## src/nlv_pkg.sv

```systemverilog
// Shared types, character codes and the infinity-word lookup for the literal validator.
`timescale 1ns / 1ps
package nlv_pkg;

  localparam logic [7:0] CH_PLUS  = 8'h2B;
  localparam logic [7:0] CH_MINUS = 8'h2D;
  localparam logic [7:0] CH_POINT = 8'h2E;
  localparam logic [7:0] CH_ZERO  = 8'h30;
  localparam logic [7:0] CH_NINE  = 8'h39;
  localparam logic [7:0] CH_E_LO  = 8'h65;
  localparam logic [7:0] CH_E_UP  = 8'h45;
  localparam logic [7:0] CH_I     = 8'h69;
  localparam logic [7:0] CH_N     = 8'h6E;
  localparam logic [7:0] CH_F     = 8'h66;
  localparam logic [7:0] CH_NUL   = 8'h00;

  localparam logic [1:0] INF_LEN = 2'd3;

  typedef struct packed {
    logic       rejected;
    logic       digit_seen;
    logic       point_seen;
    logic       exponent_seen;
    logic       exponent_digit_seen;
    logic       word_mode;
    logic [1:0] word_matched;
    logic       word_mismatch;
  } nlv_state_t;

  localparam nlv_state_t NLV_STATE_RESET = '0;

  function automatic logic [7:0] inf_char(input logic [1:0] idx);
    logic [7:0] c;
    unique case (idx)
      2'd0:    c = CH_I;
      2'd1:    c = CH_N;
      2'd2:    c = CH_F;
      default: c = CH_NUL;
    endcase
    return c;
  endfunction

endpackage

```

## src/nlv_channels.sv

```systemverilog
// Handshake channels: character beats in, verdict beats out.
`timescale 1ns / 1ps
interface nlv_byte_if;
  logic       valid;
  logic       ready;
  logic [7:0] byte_in;
  logic       last;

  modport source (output valid, output byte_in, output last, input ready);
  modport sink   (input valid, input byte_in, input last, output ready);
endinterface

interface nlv_verdict_if;
  logic valid;
  logic ready;
  logic valid_res;

  modport source (output valid, output valid_res, input ready);
  modport sink   (input valid, input valid_res, output ready);
endinterface

```

## src/numeric_literal_validator_unit.sv

```systemverilog
// Top level of the numeric literal validator: input register, flag state, verdict register.
//
// Usage:
//   chars   : one character per beat (byte_in), last marks the final character.
//   verdict : one beat per string, valid_res = 1 when the whole string is a
//             decimal number (signs, digits, one point, optional e/E exponent)
//             or optional signs followed by "inf". Any byte of 0x80 or above
//             rejects the string.
//   Path    : a final character is accepted into the input register and its
//             verdict is then presented from the verdict register.
//   Rate    : one character per cycle unless a held verdict blocks a final character;
//             the flag update is a few gates between input and state/verdict registers.
//   Stall   : a held verdict blocks only a final character behind it; other
//             characters keep flowing. chars.ready falls while the input
//             register holds a final character and the verdict register is
//             full and not being taken.
//   Reset   : rst (synchronous, active high) empties both registers and
//             clears all string flags; chars.ready is low during reset and
//             rises as soon as rst is released.
`timescale 1ns / 1ps
module numeric_literal_validator_unit (
  input  logic          clk,
  input  logic          rst,
  nlv_byte_if.sink      chars,
  nlv_verdict_if.source verdict
);
  import nlv_pkg::*;

  logic       s1_valid;
  logic [7:0] s1_ch;
  logic       s1_last;
  nlv_state_t state;
  nlv_state_t state_next;
  logic       ok;
  logic       o_valid;
  logic       o_res;
  logic       fire;

  nlv_step u_step (
    .state      (state),
    .ch         (s1_ch),
    .last       (s1_last),
    .state_next (state_next),
    .ok         (ok)
  );

  assign fire         = s1_valid && (!s1_last || !o_valid || verdict.ready);
  assign chars.ready  = !rst && (!s1_valid || fire);
  assign verdict.valid     = o_valid;
  assign verdict.valid_res = o_res;

  always_ff @(posedge clk) begin
    if (rst) begin
      s1_valid <= 1'b0;
    end else if (chars.ready) begin
      s1_valid <= chars.valid;
    end
  end

  always_ff @(posedge clk) begin
    if (chars.ready && chars.valid) begin
      s1_ch   <= chars.byte_in;
      s1_last <= chars.last;
    end
  end

  always_ff @(posedge clk) begin
    if (rst) begin
      state <= NLV_STATE_RESET;
    end else if (fire) begin
      state <= state_next;
    end
  end

  always_ff @(posedge clk) begin
    if (rst) begin
      o_valid <= 1'b0;
    end else if (fire && s1_last) begin
      o_valid <= 1'b1;
    end else if (verdict.ready) begin
      o_valid <= 1'b0;
    end
  end

  always_ff @(posedge clk) begin
    if (fire && s1_last) begin
      o_res <= ok;
    end
  end

`ifndef SYNTHESIS
  a_clear_after_last: assert property (@(posedge clk) disable iff (rst)
    fire && s1_last |=> state == NLV_STATE_RESET)
    else $error("flags not cleared after final character");

  a_reject_sticks: assert property (@(posedge clk) disable iff (rst)
    fire && !s1_last && state.rejected |=> state.rejected)
    else $error("rejection dropped inside a string");

  a_high_byte_fails: assert property (@(posedge clk) disable iff (rst)
    fire && s1_last && s1_ch[7] |=> o_valid && !o_res)
    else $error("high byte on final character did not fail the string");

  a_word_no_digits: assert property (@(posedge clk) disable iff (rst)
    state.word_mode |-> !state.digit_seen)
    else $error("word mode entered after a mantissa digit");

  a_no_verdict_overrun: assert property (@(posedge clk) disable iff (rst)
    o_valid && !verdict.ready |=> o_valid && $stable(o_res))
    else $error("held verdict overwritten");
`endif

endmodule

```

## src/nlv_step.sv

```systemverilog
// Per-character flag update and end-of-string verdict.
`timescale 1ns / 1ps
module nlv_step (
  input  nlv_pkg::nlv_state_t state,
  input  logic [7:0]          ch,
  input  logic                last,
  output nlv_pkg::nlv_state_t state_next,
  output logic                ok
);
  import nlv_pkg::*;

  nlv_state_t upd;
  logic       is_sign;
  logic       is_e;
  logic       is_digit;
  logic       word_hit;

  assign is_sign  = (ch == CH_PLUS) || (ch == CH_MINUS);
  assign is_e     = (ch == CH_E_LO) || (ch == CH_E_UP);
  assign is_digit = (ch >= CH_ZERO) && (ch <= CH_NINE);
  assign word_hit = (state.word_matched < INF_LEN) && (ch == inf_char(state.word_matched));

  always_comb begin
    upd = state;
    if (ch[7]) begin
      upd.rejected = 1'b1;
    end else if (!state.rejected) begin
      if (state.word_mode) begin
        if (ch == CH_MINUS) begin
          upd.rejected = 1'b1;
        end else if (word_hit) begin
          upd.word_matched = state.word_matched + 2'd1;
        end else begin
          upd.word_mismatch = 1'b1;
        end
      end else if (is_sign) begin
        if (!state.exponent_seen) begin
          if (state.digit_seen || state.point_seen) upd.rejected = 1'b1;
        end else if (state.exponent_digit_seen) begin
          upd.rejected = 1'b1;
        end
      end else if (is_e && state.digit_seen) begin
        if (!state.exponent_seen) upd.exponent_seen = 1'b1;
        else                      upd.rejected      = 1'b1;
      end else if (ch == CH_POINT) begin
        if (state.exponent_seen || state.point_seen) upd.rejected   = 1'b1;
        else                                         upd.point_seen = 1'b1;
      end else if (is_digit) begin
        if (!state.exponent_seen) upd.digit_seen          = 1'b1;
        else                      upd.exponent_digit_seen = 1'b1;
      end else if (!is_e && (state.digit_seen || state.point_seen)) begin
        upd.rejected = 1'b1;
      end else begin
        // first character of a word
        upd.word_mode = 1'b1;
        if (word_hit) upd.word_matched  = state.word_matched + 2'd1;
        else          upd.word_mismatch = 1'b1;
      end
    end
  end

  always_comb begin
    priority if (upd.rejected) begin
      ok = 1'b0;
    end else if (upd.word_mode) begin
      ok = !upd.word_mismatch && (upd.word_matched == INF_LEN);
    end else begin
      ok = upd.digit_seen && (!upd.exponent_seen || upd.exponent_digit_seen);
    end
  end

  assign state_next = last ? NLV_STATE_RESET : upd;

endmodule

```

## src/flat_wrapper.sv

```systemverilog
// flat-port wrapper written by rule: the top's interface ports become plain ports
module numeric_literal_validator_unit_flat import nlv_pkg::*;
  (clk, rst, chars_valid, chars_byte_in, chars_last, chars_ready, verdict_valid, verdict_valid_res, verdict_ready);
  nlv_byte_if chars_i ();
  nlv_verdict_if verdict_i ();
  input  logic clk;
  input  logic rst;
  input wire logic [$bits(chars_i.valid)-1:0] chars_valid;
  input wire logic [$bits(chars_i.byte_in)-1:0] chars_byte_in;
  input wire logic [$bits(chars_i.last)-1:0] chars_last;
  output wire logic [$bits(chars_i.ready)-1:0] chars_ready;
  output wire logic [$bits(verdict_i.valid)-1:0] verdict_valid;
  output wire logic [$bits(verdict_i.valid_res)-1:0] verdict_valid_res;
  input wire logic [$bits(verdict_i.ready)-1:0] verdict_ready;
  assign chars_i.valid = chars_valid;
  assign chars_i.byte_in = chars_byte_in;
  assign chars_i.last = chars_last;
  assign chars_ready = chars_i.ready;
  assign verdict_valid = verdict_i.valid;
  assign verdict_valid_res = verdict_i.valid_res;
  assign verdict_i.ready = verdict_ready;
  numeric_literal_validator_unit u_core (.clk(clk), .rst(rst), .chars(chars_i), .verdict(verdict_i));
endmodule
```

## config.mk

```make
export PLATFORM = sky130hd
export DESIGN_NAME = numeric_literal_validator_unit_flat
export DESIGN_NICKNAME = d
export VERILOG_FILES = /design/src/nlv_pkg.sv /design/src/nlv_channels.sv /design/src/numeric_literal_validator_unit.sv /design/src/nlv_step.sv /design/src/flat_wrapper.sv
export SDC_FILE = /design/constraint.sdc
export NUM_CORES = 1
export LEC_CHECK = 0
export BUFFER_PORTS_ARGS = -buffer_cell sky130_fd_sc_hd__buf_2
export CORE_ASPECT_RATIO = 1.1
export CORE_MARGIN = 1
export CORE_UTILIZATION = 60
export DETAILED_ROUTE_END_ITERATION = 16
export GPL_TIMING_DRIVEN = 0
export PLACE_DENSITY = 0.82
export SYNTH_ARGS = -nofsm -noshare
export SYNTH_HDL_FRONTEND = slang
export SYNTH_SLANG_ARGS = --single-unit
```

## constraint.sdc

```tcl
create_clock -name clk -period 5.6 [get_ports clk]
set_input_delay 1.12 -clock clk [delete_from_list [all_inputs] [get_ports clk]]
set_output_delay 1.12 -clock clk [all_outputs]
set_load 0.02 [all_outputs]
```

# Word level (Yosys, flattened, before mapping)
# Index checks and enable logic that the tools add are counted.
totals:
  reg_bits: 21
  input_bits: 13
  output_inout_bits: 3
  wordCells: 100
classes:
  n_addsub: 1
  magnitude_cmp: 3
  eq_ne: 15
  n_mux: 39
  n_reduce_logical: 29
op_table:
  columns: ["cell", "count"]
  rows:
  - ["2-to-1 mux 1 bit", 25]
  - ["equality test 8 x 6 -> 1 bit, second input constant", 3]
  - ["case mux 7 bit (3 select lines)", 1]
  - ["2-to-1 mux 9 bit", 2]
  - ["equality test 8 x 7 -> 1 bit, second input constant", 2]
  - ["2-to-1 mux 8 bit", 2]
  - ["2-to-1 mux 5 bit", 3]
  - ["logical AND 1 bit", 10]
  - ["!= test 2 x 1 -> 1 bit, second input constant", 5]
  - ["equality test 8 bit", 1]
  - ["greater-or-equal comparator 8 x 6 -> 1 bit, second input constant", 1]
  - ["<= comparator 8 x 6 -> 1 bit, second input constant", 1]
  - ["logical OR 1 bit", 8]
  - ["2-to-1 mux 4 bit", 2]
  - ["AND reduction 8 bit", 1]
  - ["logical NOT 1 bit", 7]
  - ["2-to-1 mux 3 bit", 2]
  - ["equality test 2 bit, second input constant", 2]
  - ["2-to-1 mux 2 bit", 2]
  - ["nonzero test 2 bit", 2]
  - ["adder 2 x 1 -> 2 bit, second input constant", 1]
  - ["equality test 2 x 1 -> 1 bit, second input constant", 1]
  - ["logical NOT 2 bit", 1]
  - ["less-than comparator 2 bit, second input constant", 1]
  - ["!= test 2 bit, second input constant", 1]

# Depth between registers and ports, before layout
# Gate-level depths: netlist of run 1.
depth:
  word_depth: 17
  mapped_depth: 8
  mapped_depth_nobuf: 8

# By module
# A second synthesis of run 1 with hierarchy kept.
unflattened:
  hier_cells: 150
  area_unflattened_um2: 1465.2
modules_own_cells:
  columns: ["mod", "instances", "cells_each", "area_per_inst_um2", "seq_area_each_um2"]
  rows:
  - ["numeric_literal_validator_unit", 1, 60, 805.8, 520.5]
  - ["nlv_step", 1, 90, 659.4, 0.0]

# Least setup slack after synthesis of run 1
# Ideal clock, no wire load.
synth_path:
  path_kind: "input to output"
  startpoint: "in rst"
  endpoint: "out chars_ready"
  arrival_time_ns: 1.682
  t_required_ns: 4.480
  path_slack_ns: 2.798
  cell_stages: 2
  n_path_buf: 1
  cell_sequence: "clkbuf_1 > a31oi_1"
synth_via:
  elab_chain_len: 2
synth_rtl:
  columns: ["item", "line_no", "source"]
  rows:
  - ["start: declaration", "flat_wrapper.sv:7", "input logic rst;"]
  - ["logical NOT 1 bit", "numeric_literal_validator_unit.sv:48", "assign chars.ready = !rst && (!s1_valid || fire);"]
  - ["logical AND 1 bit", "numeric_literal_validator_unit.sv:48", null]
  - ["end: declaration", "flat_wrapper.sv:11", "output wire logic [$bits(chars_i.ready)-1:0] chars_ready;"]
# No other way between the ends.

# Final worst setup path of run 1
layout_path:
  startpoint: "in verdict_ready"
  endpoint: "out chars_ready"
layout_via:
  elab_chain_len: 4
layout_rtl:
  columns: ["item", "line_no", "source"]
  rows:
  - ["start: declaration", "flat_wrapper.sv:14", "input wire logic [$bits(verdict_i.ready)-1:0] verdict_ready;"]
  - ["logical OR 1 bit", "numeric_literal_validator_unit.sv:47", "assign fire = s1_valid && (!s1_last || !o_valid || verdict.ready);"]
  - ["logical AND 1 bit", "numeric_literal_validator_unit.sv:47", null]
  - ["logical OR 1 bit", "numeric_literal_validator_unit.sv:48", null]
  - ["logical AND 1 bit", "numeric_literal_validator_unit.sv:48", null]
# No other way between the ends.

==> results of run 1 <==
[synthesized netlist by cell type (2+ instances only)]
cell / n / area share
xor2_1: 4 / 0.029
a21oi_1: 4 / 0.017
nand2_1: 12 / 0.037
a22oi_1: 2 / 0.012
clkbuf_1: 2 / 0.0062
nor3_1: 6 / 0.025
o211ai_1: 2 / 0.012
o31ai_1: 2 / 0.012
inv_1: 5 / 0.016
nand3b_1: 2 / 0.012
ha_1: 4 / 0.041
o21ai_0: 7 / 0.029
a31oi_1: 5 / 0.026
and2_1: 2 / 0.010
dfxtp_1: 11 / 0.18
edfxtp_1: 10 / 0.25
nor2_1: 12 / 0.037
a21boi_0: 2 / 0.012
o21a_1: 5 / 0.031
nand3_1: 3 / 0.012
[cell type report]
type / count / area, um2
multi-input combinational: 96 / 648
sequential: 21 / 520
fill: 154 / 504
timing repair buffer: 14 / 70.1
tap: 27 / 33.8
clock buffer: 3 / 22.5
buffer: 3 / 18.8
inverter: 5 / 18.8
clock inverter: 1 / 5.00
[registers in the layout (all words and copies together), names as in the netlist]
| signal | count |
|---|---|
| u_core.verdict.valid | 1 |
| u_core.verdict.valid_res | 1 |
| u_core.s1_valid | 1 |
| u_core.s1_ch | 8 |
| u_core.s1_last | 1 |
| u_core.state | 9 |
[power by group]
group          internal (uW)  switching (uW)  total [uW]  leakage (uW)
clock                   26.6            47.5        74.1     0.0000177
combinational           11.5            15.4        26.9      0.000295
sequential               166            5.39         171      0.000182
[per-layer routing]
layer | global-route usage | vias to the layer above | part of all wire
met3 | 0.0259 | 4 | 0.019
met1 | 0.314 | 475 | 0.44
met5 | 0 | - | 0
met4 | 0.0909 | 0 | 0.015
li1 | - | 505 | -
met2 | 0.456 | 13 | 0.52
[stage by stage]
stage,utilization,hold WS (ps),area [um2]
after floorplan,-,441,1210
after global placement,0.711,459,1310
after detailed placement,0.711,466,1310
after CTS,0.726,484,1340
after global routing,0.726,521,1340
final,0.726,476,1340
[worst paths after layout]
kind	end	from	cells after the start
worst min-delay path	u_core.state[0]$_SDFFE_PP0P_	u_core.state[0]$_SDFFE_PP0P_	2
worst max register to register	u_core.verdict.valid_res$_SDFFCE_PN0P_	u_core.s1_ch[7]$_DFFE_PP_	6
worst min register to register	u_core.state[0]$_SDFFE_PP0P_	u_core.state[0]$_SDFFE_PP0P_	2
worst max-delay path	chars_ready	verdict_ready	4
[kinds of logic after synthesis]
kind of cell | count (synthesis) | synth area share
adders and majority gates | 4 | 0.0415
xor gates and xnor gates | 4 | 0.0290
AOI/OAI and AO/OA | 37 | 0.222
DFF | 21 | 0.432
buffers and inverters | 8 | 0.0311
and+or+nand+nor | 51 | 0.245
[tightest hold or removal path: stages (launching register included)]
cell and delay, ps:
dfxtp_1 320, inv_1 50, a21boi_0 70
==> summary.txt, run 1 <==
Cts hold-fix bufs -> 0
Layout cells sized above 1 -> 0.175
Status -> complete, no violations
CTS max path bufs -> 2
CTS root buf -> clkbuf_4
RSZ-0062 raised after global routing -> false
CTS clk-pin slew, worst paths -> 120 ps
Worst EP arrival -> 1800 ps
Slew headroom -> 0.653
Setup slack, reg-to-reg -> 3230 ps
TritonRoute pass-1 iters -> 4
First-pass GRT wire length -> 4.24 mm
Setup bufs post-CTS -> 0
Syn avg cell area -> 9.65 um2
Number of synthesized flops with an enable pin -> 10
Routed Wire Length -> 2.46 mm
CP most frequent cell -> buf_2
Type of origin of the critical path -> primary input
Crit path max-delay family -> buffers and inverters
Synthesized net count -> 142
Number of I/O pins -> 16
Routed wire per std cell -> 14.5 um
Dpl cells -> 166
Max Cap Viol -> 0
# setup viols final -> 0
Most frequent cells in the layout -> 14 x buf_2, 12 x nor2_1, 12 x nand2_1
Asr flop ratio synth -> 0
Synthesis-to-layout area growth -> 10.9%
Main flop type after synthesis -> dfxtp_1
TritonCTS Buffers -> 3
Worst setup margin -> 2680 ps
Skew final -> 0.992 ps
Layout Cells excl Fill -> 170
Clock tree from TritonCTS -> yes
Post-Syn Area -> 0.00121 mm2
Post-synthesis sequential area ratio -> 0.432
Final HPWL DP -> 1.87 mm
HP Class -> reg -> reg
Critical path class -> in -> out
Drt first-iter violations -> 18
Overall power -> 272 uW
# diodes -> 0
Placer Congestion -> 0.859
Synth unique cells -> 43
Min cycle time layout -> 2920 ps
GRT Residual Overflow -> 0
Dpl ws -> 2690 ps
CP max stage delay -> 270 ps
H-Tree Depth -> 1
Layout net count -> 161
Max-slew violations -> 0
Peak VDD IR -> 253 uV
Number of global-route vias before repair -> 1009
Critical Path Sink Type -> output pin
Power Density -> 204 mW/mm2
Fin crit share -> 0.521
Critical-path cell list -> buf_2 -> nor2b_1 -> a31oi_1 -> buf_2
Largest net degree at the start of global routing -> 13
Most common cell after layout, fill and taps aside -> buf_2
CTS Sinks -> 21
Starting density of the core -> 0.655
Final hold violations -> 0
Worst-Skew Late Latency -> 300 ps
Total track usage -> 0.258
Antenna violations before repair -> 0
Die width -> 44.8 um
Worst slew pin tran -> 519 ps
Vias -> 997
Vert. Die Dim -> 49.0 um
Die Footprint -> 0.00219 mm2
Core Box Area -> 0.00184 mm2
Port buffer count -> 14
Max Clock Freq -> 0.343 GHz
Post-DRT Antenna Nets -> 0
Cells after synthesis -> 125
Row count -> 16
Critical-path maximum fanout -> 5
Vias per inst -> 5.86
CTS resizes -> 0
Critical Path RT -> 4480 ps
Pleak -> 0.000494 uW
DRC viols -> 0
CP max stage cell -> nor2b_1
WP buf/inv -> 2
Yosys warning count -> 0
Flops & latches, synth -> 21
Post-Route Setup TNS -> 0 ps
Note: power is estimated with default switching activity, not from simulation.
==> run 2: changes to the inputs <==
Settings changed: CORE_UTILIZATION 60 to 50, PLACE_DENSITY 0.82 to 0.72.
Clock period 5.6 ns to 2.5 ns, I/O delays scaled along.
==> run 2 against run 1 <==
Register-to-register slack worse by 3000 ps. Worst setup slack worse by 2400 ps. Sequential power is 120% higher. Flip-flop and latch count stayed put. Clock power is 120% higher. Cell count is 1.8% higher. Via count is 0.10% lower. Total power is 120% higher. Hold slack worse by 97 ps. Global-route usage is 6.5 points lower. Largest cell class unchanged. Largest power group unchanged. Highest routed layer unchanged.
==> summary.txt, run 2 (synthesis gave the netlist of run 1 again) <==
Clock tree from TritonCTS -> yes
RSZ-0062 raised after global routing -> false
CTS clk-pin slew, worst paths -> 120 ps
Max-slew violations -> 0
Post-DRT Antenna Nets -> 0
R2R depth -> 6
# setup viols final -> 0
Largest net degree at the start of global routing -> 12
Antenna violations before repair -> 0
Fin crit share -> 0.905
Hold Path Stages -> 1
Worst slew pin tran -> 447 ps
Skew final -> 9.59 ps
Worst r2r src -> u_core.s1_ch[7]$_DFFE_PP_
Critical-path cell list -> nor4b_4 -> a21bo_1 -> o2111ai_2 -> a2111o_1 -> o21ai_0 -> a32o_1
Vias per inst -> 5.76
Synthesis-to-layout area growth -> 11.8%
FF-to-FF End -> u_core.verdict.valid_res$_SDFFCE_PN0P_
Number of I/O pins -> 16
CTS resizes -> 0
Pleak -> 0.000497 uW
Layout net count -> 161
Drt first-iter violations -> 44
Worst EP arrival -> 2440 ps
DRC viols -> 0
Number of global-route vias before repair -> 897
TritonCTS Buffers -> 3
Final HPWL DP -> 1.75 mm
TritonRoute pass-1 iters -> 4
Max Clock Freq -> 0.442 GHz
CTS root buf -> clkbuf_4
Max Cap Viol -> 0
Fillers -> 212
Routed wire per std cell -> 13.5 um
Setup slack, reg-to-reg -> 240 ps
GRT Residual Overflow -> 0
Layout cells sized above 1 -> 0.168
CTS max path bufs -> 2
Critical path class -> reg -> reg
Critical Path RT -> 2670 ps
Vert. Die Dim -> 53.5 um
Final hold violations -> 0
Starting density of the core -> 0.536
Post-Route Setup TNS -> 0 ps
# diodes -> 0
Final core occ -> 0.599
Port buffer count -> 14
Critical Path Sink Type -> register
Max FFs per register -> 9
Worst-Skew Late Latency -> 290 ps
Register area -> 520 um2
Power Density -> 448 mW/mm2
Top flop regs -> u_core.state (9), u_core.s1_ch (8)
CTS Sinks -> 21
Die Footprint -> 0.00261 mm2
CP max stage delay -> 540 ps
Type of origin of the critical path -> register
Min cycle time layout -> 2260 ps
Total track usage -> 0.193
HP Class -> in -> reg
Core Box Area -> 0.00225 mm2
Most common cell after layout, fill and taps aside -> buf_2
Area of the multi-input gates -> 657 um2
Hold_sp -> chars_byte_in[5]
Most flop-heavy register -> u_core.state
Worst Hold End -> u_core.s1_ch[5]$_DFFE_PP_
WP buf/inv -> 0
Placer Congestion -> 0.872
Critical-path maximum fanout -> 6
Cts hold-fix bufs -> 0
Row count -> 18
Routed Wire Length -> 2.33 mm
First-pass GRT wire length -> 3.86 mm
Crit path max-delay family -> compound AO/OA/AOI/OAI gates
Most frequent cells in the layout -> 14 x buf_2, 12 x nor2_1, 12 x nand2_1
H-Tree Depth -> 1
Slew headroom -> 0.699
Die width -> 48.8 um
Setup bufs post-CTS -> 0
Peak VDD IR -> 408 uV
Vias -> 996
CP max stage cell -> edfxtp_1
Status -> complete, no violations
-- run 2: cell count changes in the layout (fill, tap and decap cells not counted), sizes merged --
cell,previous run,this run
clkinv,1,0
clkbuf,5,6
-- run 2: cell type report --
type	count	area share
multi-input combinational	96	0.487
inverter	5	0.0139
buffer	3	0.0139
clock buffer	4	0.0195
timing repair buffer	14	0.0519
tap	30	0.0278
sequential	21	0.386
-- run 2: worst max-delay path by stage --
stage                                    startpoint                                endpoint  cells after the start
after global placement    u_core.s1_ch[7]$_DFFE_PP_  u_core.verdict.valid_res$_SDFFCE_PN0P_                      6
after detailed placement  u_core.s1_ch[7]$_DFFE_PP_  u_core.verdict.valid_res$_SDFFCE_PN0P_                      6
after CTS                 u_core.s1_ch[7]$_DFFE_PP_  u_core.verdict.valid_res$_SDFFCE_PN0P_                      6
after floorplan           u_core.s1_ch[7]$_DFFE_PP_  u_core.verdict.valid_res$_SDFFCE_PN0P_                      6
after global routing      u_core.s1_ch[7]$_DFFE_PP_  u_core.verdict.valid_res$_SDFFCE_PN0P_                      6
final                     u_core.s1_ch[7]$_DFFE_PP_  u_core.verdict.valid_res$_SDFFCE_PN0P_                      6
-- run 2: routing by layer --
layer	vias to the layer above	routed length, um	GRT usage
li1	505	-	-
met1	463	1070	0.242
met2	26	1150	0.347
met3	2	93	0.0345
met4	0	13	0.0441
met5	-	0	0
-- run 2: metrics by stage --
| step | instance area (um2) | total power (uW) | setup WS, ps | hold slack (ps) | cells |
|---|---|---|---|---|---|
| floorplan | 1210 | 429 | 464 | 441 | 125 |
| global placement | 1310 | 448 | 199 | 466 | 169 |
| detailed placement | 1310 | 450 | 191 | 463 | 169 |
| CTS | 1340 | 609 | 170 | 371 | 173 |
| global route | 1350 | 630 | 72.9 | 356 | 173 |
| finish | 1350 | 604 | 238 | 378 | 173 |
-- run 2: power breakdown --
part           switching (uW)  internal [uW]
registers                12.5            372
clock network            97.7           61.9
logic                    34.1           26.2
-- run 2: worst register-to-register path: stages, from the launching register on --
cell and delay (ps):
edfxtp_1 540, nor4b_4 390, a21bo_1 170, o2111ai_2 170, a2111o_1 510, o21ai_0 220
a32o_1 160
==> run 3: changes to the inputs <==
Settings changed: MAX_ROUTING_LAYER set to met4.
==> run 3 against run 2 <==
Design area did not move. Critical path depth unchanged. Die area did not move. First-iteration DRC count stayed put. Critical path type unchanged. Largest cell class unchanged.
==> summary.txt, run 3 (synthesis gave the netlist of run 1 again) <==
CTS max path bufs -> 2
Max-slew violations -> 0
Die width -> 48.8 um
Dpl ws -> 191 ps
Cts hold-fix bufs -> 0
Starting density of the core -> 0.536
Min cycle time layout -> 2300 ps
TritonRoute pass-1 iters -> 4
Hold Path Stages -> 1
Skew final -> 9.43 ps
RSZ-0062 raised after global routing -> false
Layout cells sized above 1 -> 0.168
CTS clk-pin slew, worst paths -> 120 ps
CTS root buf -> clkbuf_4
Type of origin of the critical path -> register
H-Tree Depth -> 1
Number of I/O pins -> 16
GRT Residual Overflow -> 0
CP max stage cell -> edfxtp_1
First-pass GRT wire length -> 3.87 mm
Critical-path cell list -> nor4b_4 -> a21bo_1 -> o2111ai_2 -> a2111o_1 -> o21ai_0 -> a32o_1
Vias per inst -> 5.79
Worst EP arrival -> 2470 ps
TritonCTS Buffers -> 3
Final HPWL DP -> 1.75 mm
Worst-Skew Late Latency -> 300 ps
Placer Congestion -> 0.886
Port buffer count -> 14
Slew headroom -> 0.700
Most flop-heavy register -> u_core.state
Post-Place Cell Area -> 0.00131 mm2
Worst slew pin tran -> 446 ps
Routed wire per std cell -> 13.5 um
Critical Path RT -> 2680 ps
Max FFs per register -> 9
Peak VDD IR -> 411 uV
Fillers -> 212
Most frequent cells in the layout -> 14 x buf_2, 12 x nor2_1, 12 x nand2_1
Most common cell after layout, fill and taps aside -> buf_2
Routed Wire Length -> 2.34 mm
Vert. Die Dim -> 53.5 um
Vias -> 1001
Critical Path Sink Type -> register
DRC viols -> 0
Worst setup margin -> 204 ps
Overall power -> 605 uW
# diodes -> 0
Critical-path maximum fanout -> 6
CTS Sinks -> 21
Post-Route Setup TNS -> 0 ps
Largest net degree at the start of global routing -> 12
Fin crit share -> 0.919
Pleak -> 0.000497 uW
Crit path max-delay family -> compound AO/OA/AOI/OAI gates
Synthesis-to-layout area growth -> 11.8%
Setup bufs post-CTS -> 0
Status -> complete, no violations
Row count -> 18
CP Depth -> 6
Fin area -> 0.00135 mm2
Max Cap Viol -> 0
Max Clock Freq -> 0.435 GHz
Die Footprint -> 0.00261 mm2
CP max stage delay -> 540 ps
Core Box Area -> 0.00225 mm2
Number of global-route vias before repair -> 896
HP Class -> in -> reg
Layout net count -> 161
Critical path class -> reg -> reg
Top flop regs -> u_core.state (9), u_core.s1_ch (8)
Final hold violations -> 0
R2R depth -> 6
Post-DRT Antenna Nets -> 0
Power Density -> 449 mW/mm2
Drt first-iter violations -> 44
Clock tree from TritonCTS -> yes
WP buf/inv -> 0
Antenna violations before repair -> 0
# setup viols final -> 0
Total track usage -> 0.199
## run 3: cell counts in the layout (fill, tap and decap cells not counted)
Identical to the previous run, type by type.
## run 3: worst reg2reg max path: cells and delay by family (launching register included)
kind               cells  cell delay [ps]
AOI/OAI and AO/OA      5             1260
DFF                    1              540
and+or+nand+nor        1              390
## run 3: final timing paths
kind	end	slack, ps	start
min	u_core.s1_ch[5]$_DFFE_PP_	380	chars_byte_in[5]
min reg2reg	u_core.state[0]$_SDFFE_PP0P_	490	u_core.state[0]$_SDFFE_PP0P_
max	u_core.verdict.valid_res$_SDFFCE_PN0P_	200	u_core.s1_ch[7]$_DFFE_PP_
max reg2reg	u_core.verdict.valid_res$_SDFFCE_PN0P_	200	u_core.s1_ch[7]$_DFFE_PP_
## run 3: layout make-up
| cell class | count | area [um2] | share of cell area |
|---|---|---|---|
| sequential | 21 | 520 | 0.386 |
| tap | 30 | 37.5 | 0.0278 |
| buffer | 3 | 18.8 | 0.0139 |
| multi-input combinational | 96 | 657 | 0.487 |
| clock buffer | 4 | 26.3 | 0.0195 |
| timing repair buffer | 14 | 70.1 | 0.0519 |
| inverter | 5 | 18.8 | 0.0139 |
## run 3: per-stage QoR
stage          utilization  hold WS (ps)  std cells
5_1_grt              0.599           356        173
4_1_cts              0.595           371        173
2_1_floorplan            -           441        125
3_3_place_gp         0.583           466        169
6_report             0.599           375        173
3_5_place_dp         0.583           463        169
## run 3: per-layer routing
metal / vias up / global-route usage / routed length, um
met5: - / - / 0
met1: 467 / 0.242 / 1090
met3: 2 / 0.0345 / 88
met4: 0 / 0.0441 / 12
li1: 505 / - / -
met2: 27 / 0.347 / 1150
## run 3: report_power, final
part	internal, uW	total, uW	switching [uW]
registers	372	384	12.6
logic	26.2	60.4	34.1
clock network	62.0	161	98.9
## run 3: what timing repair did
item / 4_1_cts / 5_1_grt
gates resized for setup: 0 / 1
endpoints found under the hold margin: 0 / 0
setup endpoints to repair: 0 / 1
